**src/sv/awt_pkg.sv**
```systemverilog
// Package: shared types and constants for the adaptive waypoint tracker.
`timescale 1ns / 1ps
package awt_pkg;

  localparam int unsigned COORD_W    = 24;
  localparam int unsigned CURV_W     = 16;
  localparam int unsigned SPC_W      = 16;
  localparam int unsigned FS_W       = 15;
  localparam int unsigned ACC_W      = 25;
  localparam int unsigned SQ_W       = 49;
  localparam int unsigned D2_W       = 50;
  localparam int unsigned ROOT_W     = 25;
  localparam int unsigned REM_W      = 28;
  localparam int unsigned NUM_W      = 32;
  localparam int unsigned DREM_W     = 16;
  localparam int unsigned RR_W       = 32;
  localparam int unsigned CNT_W      = 5;
  localparam int unsigned SQRT_STEPS = 25;
  localparam int unsigned DIV_STEPS  = 32;
  localparam int unsigned CFG_IDX_W  = 2;
  localparam int unsigned CFG_W      = 16;

  localparam logic [CFG_IDX_W-1:0] REG_MIN_SPACING = 2'd0;
  localparam logic [CFG_IDX_W-1:0] REG_MAX_SPACING = 2'd1;
  localparam logic [CFG_IDX_W-1:0] REG_CURV_FS     = 2'd2;
  localparam logic [CFG_IDX_W-1:0] REG_REACH       = 2'd3;

  localparam logic [SPC_W-1:0] MIN_SPACING_RST = 16'd100;
  localparam logic [SPC_W-1:0] MAX_SPACING_RST = 16'd500;
  localparam logic [FS_W-1:0]  CURV_FS_RST     = 15'd1229;
  localparam logic [SPC_W-1:0] REACH_RST       = 16'd1400;

  typedef enum logic [4:0] {
    OP_NOP,
    OP_LOAD,
    OP_FIRST,
    OP_MUL_PREV,
    OP_MUL_MEM,
    OP_SUM,
    OP_SUM_SQ,
    OP_SQRT,
    OP_ACC,
    OP_SP_MUL,
    OP_SP_SUM,
    OP_DIV,
    OP_DECIDE,
    OP_COMMIT,
    OP_SCAN_CMP,
    OP_SCAN_FIN,
    OP_FIX_CUR,
    OP_REACH,
    OP_TRK_OUT,
    OP_EMPTY_OUT
  } dp_op_e;

  typedef enum logic [4:0] {
    S_IDLE,
    S_DISPATCH,
    S_FIRST,
    S_P_MUL,
    S_P_SUM,
    S_SQRT,
    S_ACC,
    S_SP_MUL,
    S_SP_SUM,
    S_DIV,
    S_DECIDE,
    S_KEEP,
    S_SC_RD,
    S_SC_MUL,
    S_SC_SUM,
    S_SC_CMP,
    S_SC_FIN,
    S_T_FIX,
    S_T_RD,
    S_T_MUL,
    S_T_SUM,
    S_T_REACH,
    S_T_RD2,
    S_T_OUT,
    S_EMPTY
  } ctl_state_e;

  typedef struct packed {
    dp_op_e op;
    logic   rd_cur;
  } awt_cmd_t;

  typedef struct packed {
    logic cmd_trk;
    logic first_seen;
    logic search_done;
    logic empty;
    logic scan_last;
  } awt_sts_t;

endpackage

```
**src/sv/awt_ctrl.sv**
```systemverilog
// Controller: sequences the datapath for path points and position samples.
`timescale 1ns / 1ps
module awt_ctrl (
  input  logic                clk_i,
  input  logic                rst_ni,
  input  logic                start,
  output logic                busy,
  input  awt_pkg::awt_sts_t   sts_i,
  output awt_pkg::awt_cmd_t   cmd_o
);

  awt_pkg::ctl_state_e state_q, state_d;
  logic [awt_pkg::CNT_W-1:0] cnt_q, cnt_d;

  assign busy = (state_q != awt_pkg::S_IDLE);

  always_ff @(posedge clk_i or negedge rst_ni) begin
    if (!rst_ni) begin
      state_q <= awt_pkg::S_IDLE;
      cnt_q   <= '0;
    end else begin
      state_q <= state_d;
      cnt_q   <= cnt_d;
    end
  end

  always_comb begin
    state_d = state_q;
    unique case (state_q)
      awt_pkg::S_IDLE:     if (start) state_d = awt_pkg::S_DISPATCH;
      awt_pkg::S_DISPATCH: begin
        if (!sts_i.cmd_trk) begin
          state_d = sts_i.first_seen ? awt_pkg::S_P_MUL : awt_pkg::S_FIRST;
        end else if (sts_i.empty) begin
          state_d = awt_pkg::S_EMPTY;
        end else begin
          state_d = sts_i.search_done ? awt_pkg::S_T_FIX : awt_pkg::S_SC_RD;
        end
      end
      awt_pkg::S_FIRST:    state_d = awt_pkg::S_KEEP;
      awt_pkg::S_P_MUL:    state_d = awt_pkg::S_P_SUM;
      awt_pkg::S_P_SUM:    state_d = awt_pkg::S_SQRT;
      awt_pkg::S_SQRT:     if (cnt_q == '0) state_d = awt_pkg::S_ACC;
      awt_pkg::S_ACC:      state_d = awt_pkg::S_SP_MUL;
      awt_pkg::S_SP_MUL:   state_d = awt_pkg::S_SP_SUM;
      awt_pkg::S_SP_SUM:   state_d = awt_pkg::S_DIV;
      awt_pkg::S_DIV:      if (cnt_q == '0) state_d = awt_pkg::S_DECIDE;
      awt_pkg::S_DECIDE:   state_d = awt_pkg::S_KEEP;
      awt_pkg::S_KEEP:     state_d = awt_pkg::S_IDLE;
      awt_pkg::S_SC_RD:    state_d = awt_pkg::S_SC_MUL;
      awt_pkg::S_SC_MUL:   state_d = awt_pkg::S_SC_SUM;
      awt_pkg::S_SC_SUM:   state_d = awt_pkg::S_SC_CMP;
      awt_pkg::S_SC_CMP:   state_d = sts_i.scan_last ? awt_pkg::S_SC_FIN : awt_pkg::S_SC_RD;
      awt_pkg::S_SC_FIN:   state_d = awt_pkg::S_T_FIX;
      awt_pkg::S_T_FIX:    state_d = awt_pkg::S_T_RD;
      awt_pkg::S_T_RD:     state_d = awt_pkg::S_T_MUL;
      awt_pkg::S_T_MUL:    state_d = awt_pkg::S_T_SUM;
      awt_pkg::S_T_SUM:    state_d = awt_pkg::S_T_REACH;
      awt_pkg::S_T_REACH:  state_d = awt_pkg::S_T_RD2;
      awt_pkg::S_T_RD2:    state_d = awt_pkg::S_T_OUT;
      awt_pkg::S_T_OUT:    state_d = awt_pkg::S_IDLE;
      awt_pkg::S_EMPTY:    state_d = awt_pkg::S_IDLE;
      default:             state_d = awt_pkg::S_IDLE;
    endcase
  end

  always_comb begin
    cnt_d = cnt_q;
    if (state_q == awt_pkg::S_P_SUM) begin
      cnt_d = awt_pkg::CNT_W'(awt_pkg::SQRT_STEPS - 1);
    end else if (state_q == awt_pkg::S_SP_SUM) begin
      cnt_d = awt_pkg::CNT_W'(awt_pkg::DIV_STEPS - 1);
    end else if ((state_q == awt_pkg::S_SQRT || state_q == awt_pkg::S_DIV) && cnt_q != '0) begin
      cnt_d = cnt_q - 1'b1;
    end
  end

  always_comb begin
    cmd_o.op     = awt_pkg::OP_NOP;
    cmd_o.rd_cur = 1'b1;
    unique case (state_q)
      awt_pkg::S_IDLE:    if (start) cmd_o.op = awt_pkg::OP_LOAD;
      awt_pkg::S_FIRST:   cmd_o.op = awt_pkg::OP_FIRST;
      awt_pkg::S_P_MUL:   cmd_o.op = awt_pkg::OP_MUL_PREV;
      awt_pkg::S_P_SUM:   cmd_o.op = awt_pkg::OP_SUM_SQ;
      awt_pkg::S_SQRT:    cmd_o.op = awt_pkg::OP_SQRT;
      awt_pkg::S_ACC:     cmd_o.op = awt_pkg::OP_ACC;
      awt_pkg::S_SP_MUL:  cmd_o.op = awt_pkg::OP_SP_MUL;
      awt_pkg::S_SP_SUM:  cmd_o.op = awt_pkg::OP_SP_SUM;
      awt_pkg::S_DIV:     cmd_o.op = awt_pkg::OP_DIV;
      awt_pkg::S_DECIDE:  cmd_o.op = awt_pkg::OP_DECIDE;
      awt_pkg::S_KEEP:    cmd_o.op = awt_pkg::OP_COMMIT;
      awt_pkg::S_SC_RD:   cmd_o.rd_cur = 1'b0;
      awt_pkg::S_SC_MUL:  begin
        cmd_o.op     = awt_pkg::OP_MUL_MEM;
        cmd_o.rd_cur = 1'b0;
      end
      awt_pkg::S_SC_SUM:  begin
        cmd_o.op     = awt_pkg::OP_SUM;
        cmd_o.rd_cur = 1'b0;
      end
      awt_pkg::S_SC_CMP:  begin
        cmd_o.op     = awt_pkg::OP_SCAN_CMP;
        cmd_o.rd_cur = 1'b0;
      end
      awt_pkg::S_SC_FIN:  cmd_o.op = awt_pkg::OP_SCAN_FIN;
      awt_pkg::S_T_FIX:   cmd_o.op = awt_pkg::OP_FIX_CUR;
      awt_pkg::S_T_MUL:   cmd_o.op = awt_pkg::OP_MUL_MEM;
      awt_pkg::S_T_SUM:   cmd_o.op = awt_pkg::OP_SUM;
      awt_pkg::S_T_REACH: cmd_o.op = awt_pkg::OP_REACH;
      awt_pkg::S_T_OUT:   cmd_o.op = awt_pkg::OP_TRK_OUT;
      awt_pkg::S_EMPTY:   cmd_o.op = awt_pkg::OP_EMPTY_OUT;
      default:            cmd_o.op = awt_pkg::OP_NOP;
    endcase
  end

endmodule

```
**config.mk**
```make
export PLATFORM = sky130hd
export DESIGN_NAME = awt_ctrl
export DESIGN_NICKNAME = d
export VERILOG_FILES = /design/src/sv/awt_pkg.sv /design/src/sv/awt_ctrl.sv
export SDC_FILE = /design/constraint.sdc
export NUM_CORES = 1
export LEC_CHECK = 0
export ABC_AREA = 0
export ABC_CLOCK_PERIOD_IN_PS = 4850
export BUFFER_PORTS_ARGS = -buffer_cell sky130_fd_sc_hd__buf_2
export CAP_MARGIN = 15
export CORE_MARGIN = 5
export CORE_UTILIZATION = 30
export CTS_CLUSTER_SIZE = 10
export DETAILED_ROUTE_END_ITERATION = 12
export PLACE_DENSITY = 0.5
export RECOVER_POWER = 50
export SLEW_MARGIN = 25
export SYNTH_ARGS = -nofsm -noshare
export SYNTH_HDL_FRONTEND = slang
export SYNTH_SLANG_ARGS = --single-unit
```
**constraint.sdc**
```tcl
create_clock -name clk_i -period 4.85 [get_ports clk_i]
set_input_delay 0.485 -clock clk_i [delete_from_list [all_inputs] [get_ports clk_i]]
set_output_delay 0.485 -clock clk_i [all_outputs]
set_load 0.05 [all_outputs]
```
; After elaboration in Yosys (flattened, before gate mapping)
; Index checks and enable logic that the tools add are counted.
[op_classes]
reduce_logical = 12
eq_ne = 27
n_addsub = 1
muxes = 15
[op_table]
columns = operator, n
row1 = one-hot mux 5 bit (21 select lines), 1
row2 = one-hot mux 5 bit (19 select lines), 1
row3 = 2-to-1 mux 5 bit, 10
row4 = == test 5 bit (second input constant), 9
row5 = == test 5 x 4 -> 1 bit (second input constant), 8
row6 = == test 5 x 3 -> 1 bit (second input constant), 4
row7 = == test 5 x 2 -> 1 bit (second input constant), 2
row8 = logical NOT 5 bit, 2
row9 = nonzero test 5 bit, 2
row10 = != test 2 bit (second input constant), 3
row11 = OR reduction 2 bit, 3
row12 = == test 5 x 1 -> 1 bit (second input constant), 1
row13 = subtractor 5 x 1 -> 5 bit (second input constant), 1
row14 = OR reduction 4 bit, 1
row15 = 2-to-1 mux 1 bit, 3
row16 = AND reduction 3 bit, 1
row17 = nonzero test 3 bit, 1
row18 = logical AND 1 bit, 1
row19 = logical OR 1 bit, 1
[totals]
inputBits = 8
wordCells = 57
output_inout_bits = 7
reg_bits = 10

; Longest topological paths before layout
; Gate-level depths: netlist of the first run.
[depth]
ltp_word = 6
ltp_mapped = 7
mapped_depth_nobuf = 6

; Least setup slack after synthesis of the first run
; OpenSTA, ideal clock, no wires.
[synth_timing]
path_kind = reg-to-output
startpoint = reg state_q[1]
endpoint = out cmd_o[4] (netlist bit)
path_slack_ns = 2.246
required_ns = 4.365
stages_incl_launch_ff = 5
path_buffers = 2
t_arrival_ns = 2.119
cell_sequence = dfrtp_1 clkbuf_1 buf_1 a31oi_1 o21ai_0
[synth_rtl]
columns = element, line
row1 = from (decl), awt_ctrl.sv:12  ; awt_pkg::ctl_state_e state_q, state_d;
row2 = from (signal assigned), awt_ctrl.sv:19  ; state_q <= awt_pkg::S_IDLE;
row3 = from (signal assigned), awt_ctrl.sv:22  ; state_q <= state_d;
row4 = to (decl), awt_ctrl.sv:9  ; output awt_pkg::awt_cmd_t cmd_o

==> impl_metrics.py, run 1 <==
metrics = {
    "run_status": {
        "outcome": "completed",
    },
    "yosys": {
        "ys_ff_latch": 10,
        "ys.flop_type": "dfrtp_1",
        "ys_top_cells_by_area": "dfrtp_1 27%, a21oi_1 5.4%, o21ai_0 4.3%",
        "synth_area_leader_cell": "dfrtp_1",
        "yosysWarnings": 0,
        "synth_edf_count": 0,
        "syn_inst": 120,
        "ys_seq_area_frac": 0.269,
        "synth.avg_cell_area_sq_um": 7.75,
        "async_flop_share": 1.00,
        "syn_nets": 129,
        "netlist_area_sq_um": 930,
        "yosysUniqueCellTypes": 47,
        "synth_top_area_frac": 0.269,
    },
    "sta": {
        "setup_slack_ps": 2210,
        "tightest_slew_ps": 711,
        "drv_slew": 0,
        "hold_violations": 0,
        "relSlewSlack": 0.520,
        "setup_viol": 0,
        "skew_ps": 1.69,
        "fmax_ghz": 0.379,
        "setup_tns_ps": 0,
        "rsz0062_at_grt": "false",
        "fin_crit_ps": 2640,
        "post-route-period-util": 0.543,
    },
    "routing": {
        "dr.pass1.iters": 4,
        "viasPerCell": 5.79,
        "route.detailed.drc": 0,
        "routedWlPerCell_um": 14.6,
        "ant_nets": 0,
        "totalWireLength_mm": 2.31,
        "drt_iter0_markers": 29,
        "num_vias": 915,
    },
    "floorplan": {
        "core_area_sq_um": 3000,
        "die_h_um": 65.7,
        "io_pins": 15,
        "die_area_sq_um": 4310,
        "row_count": 20,
        "die_w_um": 65.7,
        "start_util": 0.310,
    },
    "global_routing": {
        "grt_max_degree": 28,
        "antenna_found_initial": 0,
        "grt_pass1_vias": 867,
        "grt_first_pass_wirelength_mm": 4.13,
        "grt_usage": 0.123,
        "overflow": 0,
    },
    "clocking": {
        "cts_tree": "built",
        "clockBufferDepth": 2,
        "post_cts_buffers": 0,
        "cts_max_level": 1,
        "cts.repair.resized": 0,
        "clock_sinks": 10,
        "cts_buffers": 3,
        "clk_latency_ps": 260,
        "clkSlewWorstSetupHoldPaths_ps": 60,
        "holdBufCountCts": 0,
        "clock-root-buffer": "clkbuf_4",
    },
    "worst_setup_path": {
        "cpPeakStageDelay_ps": 720,
        "reg2reg_from": "cnt_q[0]",
        "start_kind": "register",
        "r2r-end": "cnt_q[0]",
        "cp.required_ps": 4370,
        "crit_path_top_delay_cell": "dfrtp_1",
        "cp.arrival_ps": 2150,
        "reg2regPathDepth": 6,
        "critPathKind": "register to primary output",
        "reg2reg_slack_ps": 2940,
        "critPathMaxFanout": 19,
        "crit_path_cell_trace": "inv_1 -> a2111oi_0 -> a221o_1 -> buf_2",
        "end_kind": "primary output",
    },
    "place": {
        "gp_congestion": 0.757,
        "place_ws_ps": 2560,
        "portBuffers": 14,
        "dp_hpwl_mm": 1.63,
    },
    "cells_and_area": {
        "layout.nets": 136,
        "drive_gt1_frac": 0.152,
        "n_antenna_cell": 0,
        "syn_to_final_growth_pct": 8.34,
    },
    "worst_hold_path": {
        "hp-class": "input port to async pin",
    },
    "flow_run": {
        "cap_violations": 0,
    },
}
-- how the worst max path moves through the flow --
stage / depth (start not counted) / end / slack [ps] / startpoint
after floorplan: 4 / cmd_o[4] / 2250 / state_q[1]
after global placement: 4 / cmd_o[3] / 2600 / state_q[2]
after detailed placement: 4 / cmd_o[3] / 2560 / state_q[2]
after CTS: 4 / cmd_o[3] / 2240 / state_q[2]
after global routing: 4 / cmd_o[3] / 1980 / state_q[2]
final: 4 / cmd_o[3] / 2210 / state_q[2]
-- worst max-delay path, delay by kind of cell, from the launching register on --
family,cells,cell delay (ps)
DFF,1,720
AOI/OAI and AO/OA,2,610
buffers and inverters,2,560
-- placed cells by master (no fill, tap or decap), types with 2 or more instances in the layout --
cell       n
inv_1      6
o21ai_0    8
mux2i_1    2
o21bai_1   2
buf_2     13
dfrtp_1   10
nand2_1    7
a21oi_1   10
or4b_1     2
nor2_1     9
o32ai_1    2
nand3_1    6
nand4_1    3
clkbuf_4   3
a211oi_1   2
nand2b_1   5
nor2b_1    4
nor3_1     3
-- registers in the layout (all words and copies together), names as in the netlist --
| register | cells |
|---|---|
| cnt_q | 5 |
| state_q | 5 |
-- stage by stage --
step                       util  area (sq um)  instances  hold slack [ps]
final                     0.335          1010        158              184
after global routing      0.335          1010        158              217
after CTS                 0.336          1010        158             80.4
after detailed placement  0.328           986        155              359
after global placement    0.328           986        155              364
after floorplan               -           930        120              189
-- logic make-up after synthesis --
logic type	synth area share
simple gates	0.267
xor+xnor	0.0269
fa+ha+maj	0.0135
buf+inv	0.0835
compound gates	0.319
mux	0.0215
flops	0.269
-- per-layer routing --
layer  track usage  share of wire  up-vias
met2         0.195           0.46       17
met4        0.0389          0.012        0
met1         0.157           0.48      435
met3        0.0376          0.041        2
met5             0              0        -
li1              -              -      461
-- final cells by class --
| type | count | area [sq um] |
|---|---|---|
| well taps | 33 | 41.3 |
| flip-flops and latches | 10 | 250 |
| clock buffers | 3 | 22.5 |
| inverters | 6 | 22.5 |
| multi-input cells | 92 | 602 |
| repair buffers | 14 | 68.8 |
| fillers | 317 | 2000 |
-- cells in the mapped netlist (2+ instances only) --
| cell | count |
|---|---|
| inv_1 | 6 |
| nand2b_1 | 5 |
| nand2_1 | 7 |
| buf_1 | 2 |
| mux2i_1 | 2 |
| nor3_1 | 3 |
| o21bai_1 | 2 |
| o21ai_0 | 8 |
| or4b_1 | 2 |
| a211oi_1 | 2 |
| buf_2 | 2 |
| nand3_1 | 6 |
| a21oi_1 | 10 |
| dfrtp_1 | 10 |
| clkbuf_1 | 7 |
| o32ai_1 | 2 |
| nor2_1 | 9 |
| nor2b_1 | 4 |
| nand4_1 | 3 |
Power of run 1 is not shown: default switching activity piles up to over one toggle a cycle in this logic, so the estimate is an artifact.
==> inputs of run 2 (changes only) <==
--- a/config.mk
+++ b/config.mk
@@ -5,8 +5,8 @@
 export SDC_FILE = /design/constraint.sdc
 export NUM_CORES = 1
 export LEC_CHECK = 0
-export ABC_AREA = 0
-export ABC_CLOCK_PERIOD_IN_PS = 4850
+export ABC_AREA = 1
+export ABC_CLOCK_PERIOD_IN_PS = 2600
 export BUFFER_PORTS_ARGS = -buffer_cell sky130_fd_sc_hd__buf_2
 export CAP_MARGIN = 15
 export CORE_MARGIN = 5
==> constraint.sdc (replaced) <==
create_clock -name clk_i -period 2.6 [get_ports clk_i]
set_input_delay 0.26 -clock clk_i [delete_from_list [all_inputs] [get_ports clk_i]]
set_output_delay 0.26 -clock clk_i [all_outputs]
set_load 0.05 [all_outputs]
==> run 2 against run 1 <==
Sequential share of layout area is 1.9 points lower. Clock skew hardly changed. Setup slack worse by 1700 ps. Die area is 2.1% higher. Synthesized area is 2.4% higher. Critical path type unchanged. Cell count is 37% higher. Wire length is 6.5% higher. Sequential cell count stayed put. Critical endpoint is now cmd_o[1]. Highest routed layer unchanged. Synthesized cell count is 29% higher. Via count is 12% higher.
==> impl_metrics.py, run 2 <==
metrics = {
    "cells_and_area": {
        "final_common_cell": "nand2_1",
        "drive_gt1_frac": 0.192,
        "syn_to_final_growth_pct": 14.7,
        "multi_input_area_sq_um": 592,
        "reg.largest.list": "cnt_q x5, state_q x5",
        "final_cell_mix": "40 x nand2_1, 20 x nor2_1, 18 x nand3_1, 15 x inv_1, 13 x buf_2",
        "seq_area_sq_um": 250,
        "stdcell_count": 216,
        "layout.nets": 182,
        "n_antenna_cell": 0,
        "n_fill_cell": 359,
    },
    "floorplan": {
        "die_area_sq_um": 4400,
        "die_w_um": 66.3,
        "start_util": 0.312,
        "core_area_sq_um": 3050,
        "die_h_um": 66.3,
        "io_pins": 15,
        "row_count": 20,
    },
    "worst_setup_path": {
        "cp.required_ps": 2340,
        "cpPeakStageDelay_ps": 490,
        "reg2reg_slack_ps": 940,
        "r2r-end": "cnt_q[1]",
        "path_buf_inv": 2,
        "crit_path_cell_trace": "nand2_1 -> clkinvlp_2 -> nor2_1 -> nand2_4 -> nand2_1 -> nor2_1 -> nand3_1 -> buf_2",
        "end_kind": "primary output",
        "reg2regPathDepth": 7,
        "critPathKind": "register to primary output",
        "critPathMaxFanout": 7,
        "reg2reg_from": "state_q[2]",
        "start_kind": "register",
        "crit_path_top_delay_cell": "dfrtp_1",
        "cp.arrival_ps": 1850,
        "crit_family": "simple AND/OR/NAND/NOR gates",
    },
    "sta": {
        "hold_violations": 0,
        "fmax_ghz": 0.474,
        "tightest_slew_ps": 543,
        "skew_ps": 1.62,
        "drv_slew": 0,
        "fin_crit_ps": 2110,
        "setup_tns_ps": 0,
        "hold-worst-slack_ps": 319,
        "setup_viol": 0,
        "setup_slack_ps": 488,
        "post-route-period-util": 0.812,
        "rsz0062_at_grt": "false",
        "relSlewSlack": 0.638,
    },
    "yosys": {
        "async_flop_share": 1.00,
        "syn_nets": 164,
        "ys_top_cells_by_area": "dfrtp_1 26%, nand2_1 16%, nand3_1 8.9%",
        "yosysMostFrequentCell": "nand2_1",
        "synth.avg_cell_area_sq_um": 6.14,
        "synth_top_area_frac": 0.263,
        "synth_area_leader_cell": "dfrtp_1",
        "ys_ff_latch": 10,
        "synth_edf_count": 0,
        "yosysUniqueCellTypes": 24,
        "syn_inst": 155,
        "ys.flop_type": "dfrtp_1",
        "netlist_area_sq_um": 952,
        "yosysWarnings": 0,
        "ys_seq_area_frac": 0.263,
        "synth_commonest_cells": "40 x nand2_1, 19 x nor2_1, 17 x nand3_1",
    },
    "place": {
        "placedCellCount": 211,
        "gp_congestion": 0.908,
        "place_ws_ps": 827,
        "portBuffers": 14,
        "dp_hpwl_mm": 2.04,
    },
    "power": {
        "p_per_area_nw_per_um2": 1420,
        "ir_drop_uv": 413,
        "p_total_mw": 1.56,
        "power.static_leakage_nw": 0.582,
    },
    "routing": {
        "viasPerCell": 4.73,
        "ant_nets": 0,
        "dr.pass1.iters": 4,
        "drt_iter0_markers": 28,
        "route.detailed.drc": 0,
        "totalWireLength_mm": 2.46,
        "routedWlPerCell_um": 11.4,
        "num_vias": 1022,
    },
    "global_routing": {
        "busiest_layer": "met2",
        "overflow": 0,
        "grt_first_pass_wirelength_mm": 4.17,
        "grt_use_met1": 0.158,
        "grt_pass1_vias": 950,
        "grt_max_degree": 13,
        "use_met2": 0.198,
        "antenna_found_initial": 0,
        "grt_usage": 0.123,
        "globalRouteMet3Util": 0.0391,
    },
    "worst_hold_path": {
        "worstHoldEndpoint": "state_q[4]",
        "whs_path_depth": 4,
        "hold_start": "sts_i[0]",
        "hp-class": "input port to register",
    },
    "clocking": {
        "clock_sinks": 10,
        "clk_latency_ps": 260,
        "cts_max_level": 1,
        "cts_buffers": 3,
        "clockBufferDepth": 2,
        "cts_tree": "built",
        "clkSlewWorstSetupHoldPaths_ps": 60,
        "clock-root-buffer": "clkbuf_4",
    },
    "run_status": {
        "outcome": "completed",
    },
    "flow_run": {
        "cap_violations": 0,
    },
}
run 2: cell count changes after synthesis, sizes merged, moves of 3 or more:
cell / change
nand3: +12
clkbuf: -7
nor2: +17
nand2b: -5
buf: -3
nor2b: -4
inv: +14
nand2: +37
run 2: area by class of cell:
type                       instances  share of cell area
multi-input combinational        122               0.542
inverter                          21              0.0733
timing repair buffer              15              0.0722
clock buffer                       4              0.0332
tap                               44              0.0504
sequential                        10               0.229
run 2: cells by family (layout without fill, tap and decap cells):
logic type,Yosys count,count (layout),synth area share
flip-flops,10,10,0.263
AO/OA/AOI/OAI,23,23,0.125
XOR/XNOR,1,1,0.00920
adder cells (fa/ha/maj),1,1,0.0131
buffers and inverters,23,40,0.0946
AND/OR/NAND/NOR,97,97,0.495
run 2: tightest hold or removal path, stage by stage:
cell and delay (ps):
buf_2 80, nand2_1 50, nand2_1 60, nand3b_1 100
run 2: metrics by stage:
| step | instance area, sq um | utilization |
|---|---|---|
| finish | 1090 | 0.358 |
| global route | 1090 | 0.358 |
| CTS | 1110 | 0.365 |
| detailed placement | 1070 | 0.350 |
| global placement | 1070 | 0.350 |
| floorplan | 952 | - |
run 2: per-layer routing:
metal | up-vias | part of all wire
li1 | 532 | -
met4 | 0 | 0.0086
met2 | 31 | 0.46
met3 | 2 | 0.056
met5 | - | 0
met1 | 457 | 0.47
run 2: worst max-delay path by stage:
stage / depth (start not counted) / endpoint / slack (ps) / start
finish: 8 / cmd_o[1] / 490 / state_q[2]
global route: 8 / cmd_o[1] / 320 / state_q[2]
CTS: 6 / cmd_o[4] / 530 / state_q[4]
detailed placement: 5 / cmd_o[3] / 830 / state_q[2]
global placement: 6 / cmd_o[4] / 760 / state_q[4]
floorplan: 3 / cmd_o[5] / 540 / state_q[4]
run 2: timing repair:
| item | 4_1_cts | 5_1_grt |
|---|---|---|
| gates resized for setup | 0 | 0 |
| endpoints found under the hold margin | 10 | 0 |
| buffers inserted | 0 | 0 |
| hold buffers | 1 | 0 |
run 2: power breakdown:
part	internal (mW)	switching (mW)	leakage [nW]
logic	0.314	0.758	0.442
registers	0.229	0.115	0.119
clock network	0.0850	0.0541	0.0210
total	0.628	0.927	0.582
No activity file was read; power rests on OpenSTA's default activity.
==> inputs of run 3 (changes only) <==
--- a/config.mk
+++ b/config.mk
@@ -6,14 +6,14 @@
 export NUM_CORES = 1
 export LEC_CHECK = 0
 export ABC_AREA = 1
-export ABC_CLOCK_PERIOD_IN_PS = 2600
+export ABC_CLOCK_PERIOD_IN_PS = 1750
 export BUFFER_PORTS_ARGS = -buffer_cell sky130_fd_sc_hd__buf_2
 export CAP_MARGIN = 15
 export CORE_MARGIN = 5
 export CORE_UTILIZATION = 30
 export CTS_CLUSTER_SIZE = 10
 export DETAILED_ROUTE_END_ITERATION = 12
-export PLACE_DENSITY = 0.5
+export PLACE_DENSITY = 0.51
 export RECOVER_POWER = 50
 export SLEW_MARGIN = 25
 export SYNTH_ARGS = -nofsm -noshare
==> constraint.sdc (replaced) <==
create_clock -name clk_i -period 1.75 [get_ports clk_i]
set_input_delay 0.175 -clock clk_i [delete_from_list [all_inputs] [get_ports clk_i]]
set_output_delay 0.175 -clock clk_i [all_outputs]
set_load 0.05 [all_outputs]
==> run 3 against run 2 <==
The run now ends with negative setup slack left. Highest routed layer unchanged. Combinational power grew 98%. Final area grew 21%. Register-to-register slack lost 590 ps.
==> impl_metrics.py, run 3 (synthesis gave the netlist of run 2 again) <==
metrics = {
    "worst_hold_path": {
        "hold_start": "sts_i[0]",
        "whs_path_depth": 4,
        "hp-class": "input port to register",
    },
    "cells_and_area": {
        "fin_util": 0.433,
        "reg.largest.list": "cnt_q x5, state_q x5",
        "final_cell_mix": "32 x nand2_1, 17 x nand3_1, 15 x nor2_1, 15 x buf_4, 14 x inv_1",
        "drive_gt1_frac": 0.371,
        "seq_area_sq_um": 256,
        "final_common_cell": "nand2_1",
        "layout.nets": 196,
        "syn_to_final_growth_pct": 38.9,
        "n_fill_cell": 320,
        "multi_input_area_sq_um": 679,
        "n_antenna_cell": 0,
    },
    "worst_setup_path": {
        "start_kind": "register",
        "reg2reg_slack_ps": 350,
        "crit_start": "state_q[2]",
        "cp.arrival_ps": 1620,
        "end_kind": "primary output",
        "critPathKind": "register to primary output",
        "reg2regPathDepth": 6,
        "endpoint": "cmd_o[2]",
        "reg2reg_from": "state_q[3]",
        "r2r-end": "cnt_q[2]",
        "cp.required_ps": 1570,
        "critPathMaxFanout": 7,
    },
    "sta": {
        "hold-worst-slack_ps": 221,
        "rsz0062_at_grt": "true",
        "post-route-period-util": 1.02,
        "drv_slew": 0,
        "setup_slack_ps": -40.1,
        "fin_crit_ps": 1790,
        "fmax_ghz": 0.559,
        "tightest_slew_ps": 558,
        "hold_violations": 0,
        "skew_ps": 2.67,
        "setup_viol": 2,
        "relSlewSlack": 0.628,
    },
    "global_routing": {
        "grt_pass1_vias": 992,
        "overflow": 0,
        "grt_max_degree": 11,
        "grt_first_pass_wirelength_mm": 4.41,
        "grt_usage": 0.126,
        "antenna_found_initial": 0,
    },
    "clocking": {
        "cts_max_level": 1,
        "clock-root-buffer": "clkbuf_4",
        "cts_tree": "built",
        "clkSlewWorstSetupHoldPaths_ps": 60,
        "clock_sinks": 10,
        "clk_latency_ps": 270,
        "clockBufferDepth": 2,
        "cts_buffers": 3,
    },
    "floorplan": {
        "die_h_um": 66.3,
        "die_area_sq_um": 4400,
        "io_pins": 15,
        "core_area_sq_um": 3050,
        "die_w_um": 66.3,
        "start_util": 0.312,
        "row_count": 20,
    },
    "power": {
        "p_per_area_nw_per_um2": 2170,
        "ir_drop_uv": 630,
        "power.static_leakage_nw": 0.678,
    },
    "routing": {
        "totalWireLength_mm": 2.81,
        "routedWlPerCell_um": 12.2,
        "drt_iter0_markers": 90,
        "num_vias": 1158,
        "viasPerCell": 5.03,
        "ant_nets": 0,
        "dr.pass1.iters": 4,
        "route.detailed.drc": 0,
    },
    "place": {
        "portBuffers": 14,
        "gp_congestion": 0.979,
        "dp_hpwl_mm": 1.96,
    },
    "run_status": {
        "violations": "negative setup slack",
        "outcome": "complete, but fails checks",
    },
    "flow_run": {
        "cap_violations": 0,
    },
}
## run 3: through the flow
stage	cells	instance area (sq um)	power [mW]	setup TNS [ps]	setup slack, ps
after global routing	230	1320	3.10	-289	-82.3
after CTS	222	1200	2.59	0	2.49
final	230	1320	2.87	-49.2	-40.1
after floorplan	155	952	1.82	0	124
after global placement	214	1090	2.21	0	58.8
after detailed placement	214	1090	2.18	0	99.6
## run 3: worst min path at each step
stage | endpoint | slack, ps
CTS | state_q[4] | 230
global placement | cnt_q[3] | 50
global route | state_q[4] | 240
detailed placement | cnt_q[3] | 50
finish | state_q[4] | 220
floorplan | cnt_q[0] | -120
## run 3: layer usage
metal | vias to the layer above | routed length, um | GRT usage
met5 | - | 0 | 0
met4 | 0 | 59 | 0.0508
met3 | 8 | 248 | 0.0255
met2 | 64 | 1320 | 0.196
met1 | 525 | 1180 | 0.169
li1 | 561 | - | -
## run 3: final cells by class
cell class | instances | area share
clock buffer | 4 | 0.0274
multi-input combinational | 122 | 0.514
timing repair buffer | 29 | 0.160
sequential | 10 | 0.194
tap | 44 | 0.0416
inverter | 21 | 0.0634
## run 3: worst max-delay path: stages, from the launching register on
cell,delay (ps)
dfrtp_2,510
inv_2,130
nor2_4,50
nand2_2,120
nand2_4,70
a31oi_1,190
nand3_1,110
buf_6,170
## run 3: report_power, final
group / switching [mW] / internal (mW) / total [mW]
sequential: 0.194 / 0.351 / 0.545
combinational: 1.32 / 0.793 / 2.12
clock: 0.0815 / 0.127 / 0.208
## run 3: what timing repair did
item / in CTS / in global routing
setup endpoints to repair: 5 / 5
pin swaps: 1 / 7
resized for setup: 15 / 22
hold endpoints to repair: 10 / 0
buffers inserted: 3 / 8
hold buffers: 1 / 0
